`src/hdl/pixel_mask_collision_assert.svh`:
```
// assertion macros for the pixel mask collision block
`ifndef PIXEL_MASK_COLLISION_ASSERT_SVH
`define PIXEL_MASK_COLLISION_ASSERT_SVH

`ifndef ASSERT_OFF
// same-cycle implication, checked outside reset
`define PMC_IMPLY(lbl, clk, rst_n, ante, cons) \
    lbl: assert property (@(posedge clk) disable iff (!rst_n) (ante) |-> (cons)) \
        else $error("pmc: same-cycle check failed");
// next-cycle implication, checked outside reset
`define PMC_NEXT(lbl, clk, rst_n, ante, cons) \
    lbl: assert property (@(posedge clk) disable iff (!rst_n) (ante) |=> (cons)) \
        else $error("pmc: next-cycle check failed");
`else
`define PMC_IMPLY(lbl, clk, rst_n, ante, cons)
`define PMC_NEXT(lbl, clk, rst_n, ante, cons)
`endif

`endif

```
`src/hdl/pmc_pkg.sv`:
```
`default_nettype none

package pmc_pkg;

    // fixed field widths
    localparam int DIM_W = 7;
    localparam int PTR_W = 2 * DIM_W;

    // largest mask side; the widths above are sized for it
    localparam int MAX_DIM = 64;

    // opcodes
    localparam logic [1:0] OP_LOAD_A = 2'd0;
    localparam logic [1:0] OP_LOAD_B = 2'd1;
    localparam logic [1:0] OP_CHECK  = 2'd2;

    // configuration register indexes
    localparam logic [1:0] CFG_A_WIDTH  = 2'd0;
    localparam logic [1:0] CFG_A_HEIGHT = 2'd1;
    localparam logic [1:0] CFG_B_WIDTH  = 2'd2;
    localparam logic [1:0] CFG_B_HEIGHT = 2'd3;

    localparam logic [DIM_W-1:0] CFG_DIM_RESET = 7'd64;

    typedef enum logic [2:0] {
        ST_IDLE,
        ST_OVL1,
        ST_OVL2,
        ST_BASE,
        ST_INIT,
        ST_SCAN,
        ST_TAIL,
        ST_DONE
    } t_state;

    // controller to datapath
    typedef struct packed {
        logic load_a;
        logic load_b;
        logic capture;
        logic ovl1;
        logic ovl2;
        logic base;
        logic init;
        logic step;
    } t_dp_cmd;

    // datapath to controller
    typedef struct packed {
        logic empty;
        logic last;
        logic hit;
    } t_dp_sts;

    // clamp a size register to the largest mask dimension
    function automatic logic [DIM_W-1:0] dim_sat(input logic [DIM_W-1:0] raw,
                                                 input int max_dim);
        return (int'(raw) > max_dim) ? DIM_W'(max_dim) : raw;
    endfunction

endpackage

`default_nettype wire

```
`src/hdl/pmc_ctrl.sv`:
```
`default_nettype none

`include "pixel_mask_collision_assert.svh"

module pmc_ctrl (
    input  wire logic              i_clk,
    input  wire logic              i_rst_n,
    input  wire logic              i_in_valid,
    input  wire logic [1:0]        i_opcode,
    output logic                   o_in_stall,
    output logic                   o_out_valid,
    input  wire logic              i_out_stall,
    output logic                   o_collided,
    output pmc_pkg::t_dp_cmd       o_cmd,
    input  wire pmc_pkg::t_dp_sts  i_sts
);
    import pmc_pkg::*;

    t_state r_state, n_state;
    logic   r_res, n_res;
    logic   r_out_valid, r_out_collided;
    logic   out_free;
    logic   take;

    assign take     = (r_state == ST_IDLE) && i_in_valid;
    assign out_free = !r_out_valid || !i_out_stall;

    // state register
    always_ff @(posedge i_clk) begin
        if (!i_rst_n) begin
            r_state <= ST_IDLE;
            r_res   <= 1'b0;
        end else begin
            r_state <= n_state;
            r_res   <= n_res;
        end
    end

    // next state
    always_comb begin
        n_state = r_state;
        n_res   = r_res;
        case (r_state)
            ST_IDLE: begin
                if (take && (i_opcode == OP_CHECK)) begin
                    n_state = ST_OVL1;
                end
            end
            ST_OVL1: n_state = ST_OVL2;
            ST_OVL2: n_state = ST_BASE;
            ST_BASE: begin
                if (i_sts.empty) begin
                    n_state = ST_DONE;
                    n_res   = 1'b0;
                end else begin
                    n_state = ST_INIT;
                end
            end
            ST_INIT: n_state = ST_SCAN;
            ST_SCAN: begin
                if (i_sts.hit) begin
                    n_state = ST_DONE;
                    n_res   = 1'b1;
                end else if (i_sts.last) begin
                    n_state = ST_TAIL;
                end
            end
            ST_TAIL: begin
                n_state = ST_DONE;
                n_res   = i_sts.hit;
            end
            ST_DONE: begin
                if (out_free) begin
                    n_state = ST_IDLE;
                end
            end
            default: n_state = ST_IDLE;
        endcase
    end

    // datapath commands
    always_comb begin
        o_cmd      = '0;
        o_in_stall = 1'b1;
        case (r_state)
            ST_IDLE: begin
                o_in_stall    = 1'b0;
                o_cmd.load_a  = take && (i_opcode == OP_LOAD_A);
                o_cmd.load_b  = take && (i_opcode == OP_LOAD_B);
                o_cmd.capture = take && (i_opcode == OP_CHECK);
            end
            ST_OVL1: o_cmd.ovl1 = 1'b1;
            ST_OVL2: o_cmd.ovl2 = 1'b1;
            ST_BASE: o_cmd.base = 1'b1;
            ST_INIT: o_cmd.init = 1'b1;
            ST_SCAN: o_cmd.step = !i_sts.hit;
            default: ;
        endcase
    end

    // output word register
    always_ff @(posedge i_clk) begin
        if (!i_rst_n) begin
            r_out_valid <= 1'b0;
        end else if ((r_state == ST_DONE) && out_free) begin
            r_out_valid <= 1'b1;
        end else if (!i_out_stall) begin
            r_out_valid <= 1'b0;
        end
    end

    always_ff @(posedge i_clk) begin
        if ((r_state == ST_DONE) && out_free) begin
            r_out_collided <= r_res;
        end
    end

    assign o_out_valid = r_out_valid;
    assign o_collided  = r_out_collided;

    // a check word starts the overlap setup
    `PMC_NEXT(a_check_starts, i_clk, i_rst_n, take && (i_opcode == OP_CHECK), r_state == ST_OVL1)
    // a hit is only seen while scanning
    `PMC_IMPLY(a_hit_in_scan, i_clk, i_rst_n, i_sts.hit, (r_state == ST_SCAN) || (r_state == ST_TAIL))
    // a collision result comes only from a hit
    `PMC_IMPLY(a_res_from_hit, i_clk, i_rst_n, (r_state == ST_DONE) && ($past(r_state) != ST_DONE) && r_res, $past(i_sts.hit))
    // an output word is only loaded from the done state
    `PMC_IMPLY(a_out_from_done, i_clk, i_rst_n, $rose(r_out_valid), $past(r_state) == ST_DONE)

endmodule

`default_nettype wire

```
`config.mk`:
```
export PLATFORM = sky130hd
export DESIGN_NAME = pmc_ctrl
export DESIGN_NICKNAME = d
export VERILOG_FILES = /design/src/hdl/pmc_pkg.sv /design/src/hdl/pmc_ctrl.sv
export VERILOG_INCLUDE_DIRS = /design/src /design/src/hdl
export SDC_FILE = /design/constraint.sdc
export NUM_CORES = 1
export LEC_CHECK = 0
export BUFFER_PORTS_ARGS = -buffer_cell sky130_fd_sc_hd__buf_2
export CAP_MARGIN = 20
export CORE_MARGIN = 2
export CORE_UTILIZATION = 25
export CTS_CLUSTER_SIZE = 12
export DETAILED_ROUTE_END_ITERATION = 8
export HOLD_SLACK_MARGIN = 0.03
export PLACE_DENSITY = 0.59
export SLEW_MARGIN = 20
export SYNTH_ARGS = -nofsm -noshare
export SYNTH_HDL_FRONTEND = slang
export SYNTH_SLANG_ARGS = --single-unit
```
`constraint.sdc`:
```
create_clock -name i_clk -period 1.1 [get_ports i_clk]
set_input_delay 0.055 -clock i_clk [delete_from_list [all_inputs] [get_ports i_clk]]
set_output_delay 0.055 -clock i_clk [all_outputs]
set_load 0.01 [all_outputs]
```
==> results.md <==
- WL/cell: 12.3 µm
- H-tree level count: 1
- Final GP Congestion: 0.729
- Layout cells sized above 1: about two thirds
- Final hold viol count: 0
- Core Footprint: roughly 1500 µm²
- Drt pass-1 iters: 1
- Reg clk slew, reported paths: 50 ps
- Largest cells by area after synthesis: dfxtp_1 25%, edfxtp_1 7.4%, nor3b_1 7.4%
- Max-cap violations: 0
- First-pass GRT wire length: between 1500 and 2000 µm
- Failing checks: negative setup slack
- HPWL after DPL: 751 µm
- Port Buffer Count: 19
- DIE AREA: ~2000 µm²
- Setup violators final: 11
- Pwr Density: 1280 nW/µm²
- Number of global-route vias before repair: ~400
- RSZ-0062 raised after global routing: yes
- Fin crit period: roughly 1300 ps
- Largest net degree at the start of global routing: 10
- Root Buffer Master: clkbuf_4
- Number of antenna-violating nets in the routed design: 0
- Outcome: finished, violations left
- Top achievable clock speed: 0.772 GHz
- Reg2reg start: r_state[2]
- CTS Buf Count: 3
- TritonCTS clock tree: built
- # diodes: 0
- Sequential area share after synthesis: between 30% and 40%
- Mapped Cells: 44
- Initial drt markers: 0
- Worst Tran Pin Value: roughly 160 ps
- Slew HR: 88.7%
- VDD IR max: 0.513 mV
- Crit. End Element: primary output
- Arr. time, crit path: ~1200 ps
- TNS Setup: -1250 ps
- DRC: 0
- CP Launch Point: r_state[2]
- Startpoint types: register
- Vias per inst: between 4 and 5
- Largest area contributor in the netlist: dfxtp_1
- Worst slack, placed: -74.2 ps
- Tcrit/Tclk final: 118%
- Worst Hold Launch: i_rst_n
- Highest-count cells in the layout ignoring fill and taps: 17 x buf_2, 10 x buf_4, 5 x buf_6
- Initial antenna violation count: 0
- CTS Buffer Depth: 2
- Most common cell after layout, fill and taps aside: buf_2
- Path type of the worst setup path: reg -> out
- Setup ws final: -195 ps
- CP required: 1040 ps
- Critical path fanouts, max: 3
- CP bufs+invs: 2
- Final #Nets: 87
- Post-Syn Nets: 53
- Worst skew pair latency: 250 ps
- Drt total wl: ~1100 µm
- Total number of vias: around 450
- Starting Density: 26.8%
- CTS sink count: 6
- Count of different cell masters after synthesis: 27
- Worst Skew: about 6.6 ps
- Syn Std Cell Area: roughly 400 µm²
- Area delta synth->final: 81.7%
- DIE HEIGHT: 44.2 µm
- Max incr delay on CP: ~360 ps
- Total track usage: 12.4%
- Synth top area share: 24.8%
- Crit path cell chain: nor3_4 > inv_2 > nor4b_4 > buf_2
- Row count: 14
- Crit path max-delay family: simple AND/OR/NAND/NOR gates
- Hold crit path type: in -> reg
- Fin. max-slew vios: 0
- Leakage: approximately 0.00032 µW
- Mean Syn Cell Area: 9.18 µm²
- Design Power: between 900 and 1000 µW
- Number of warnings issued by yosys: 0
- CP max-delay cell: dfxtp_4
- IO Count: 20
- Die X: ~44 µm
- Grt ovf: 0
- Seq cells post-synth: 6
==> per-stage QoR <==
| step | instances | util (%) | cell area [µm²] | hold slack (ps) |
|---|---|---|---|---|
| CTS | 90 | 44.4 | 669 | 70.5 |
| finish | 93 | 48.8 | 734 | 79.9 |
| global route | 93 | 48.8 | 734 | 74.1 |
| global placement | 82 | 37.1 | 559 | 333 |
| floorplan | 44 | - | 414 | 136 |
| detailed placement | 82 | 37.1 | 559 | 339 |
==> cell type report <==
class	instances	area [µm²]
Fill cell	152	772
Inverter	2	7.51
Timing Repair Buffer	32	216
Tap cell	16	20.0
Clock buffer	4	26.3
Sequential cell	6	141
Multi-Input combinational cell	33	323
==> where the power goes <==
group          total (µW)  switching, µW  internal [µW]
Clock                 226           88.3            138
Sequential            275           31.2            244
Combinational         436            186            250
Total                 938            306            632
==> cells by family after synthesis <==
logic type             share of synthesized area, %
and+or+nand+nor                                37.2
buffers and inverters                          5.57
DFF                                            32.2
AOI/OAI and AO/OA                              22.6
muxes                                          2.48
==> flip-flops by register name, summed over array words and instances (netlist names) <==
name,cells
o_collided,1
o_out_valid,1
r_res,1
r_state,3
==> final timing paths <==
path,to,slack [ps],cells past startpoint
worst max-delay path,o_cmd[7],-190,4
worst min-delay path,r_state[0],80,2
worst max register to register,r_state[1],-160,4
worst min register to register,o_collided,530,0
==> synthesized netlist by cell type, drive strengths merged <==
master / n
mux2i: 1
and4bb: 1
nor3: 1
o21ai: 1
nor2: 2
buf: 3
nand2b: 1
or3b: 1
nand2: 2
nor2b: 1
o311a: 1
nor4b: 1
nor3b: 4
nand3b: 3
dfxtp: 5
o2bb2ai: 1
a211oi: 1
a21boi: 1
a32oi: 1
and4b: 1
nand3: 2
a21oi: 3
o21a: 2
inv: 2
edfxtp: 1
a21o: 1
==> timing repair <==
action | in CTS | in global routing
buffers inserted | 4 | 4
pin swaps | 2 | 8
resized for setup | 14 | 9
setup endpoints to repair | 12 | 12
hold buffers | 0 | 0
==> metal layers <==
metal | routed length (µm) | up-vias | global-route usage [%]
li1 | - | 233 | -
met1 | 550 | 203 | 18.9
met2 | 533 | 13 | 15.6
met3 | 57 | 0 | 2.45
met4 | 0 | 0 | 7.27
met5 | 0 | - | 0
No activity file was read; power rests on OpenSTA's default activity.
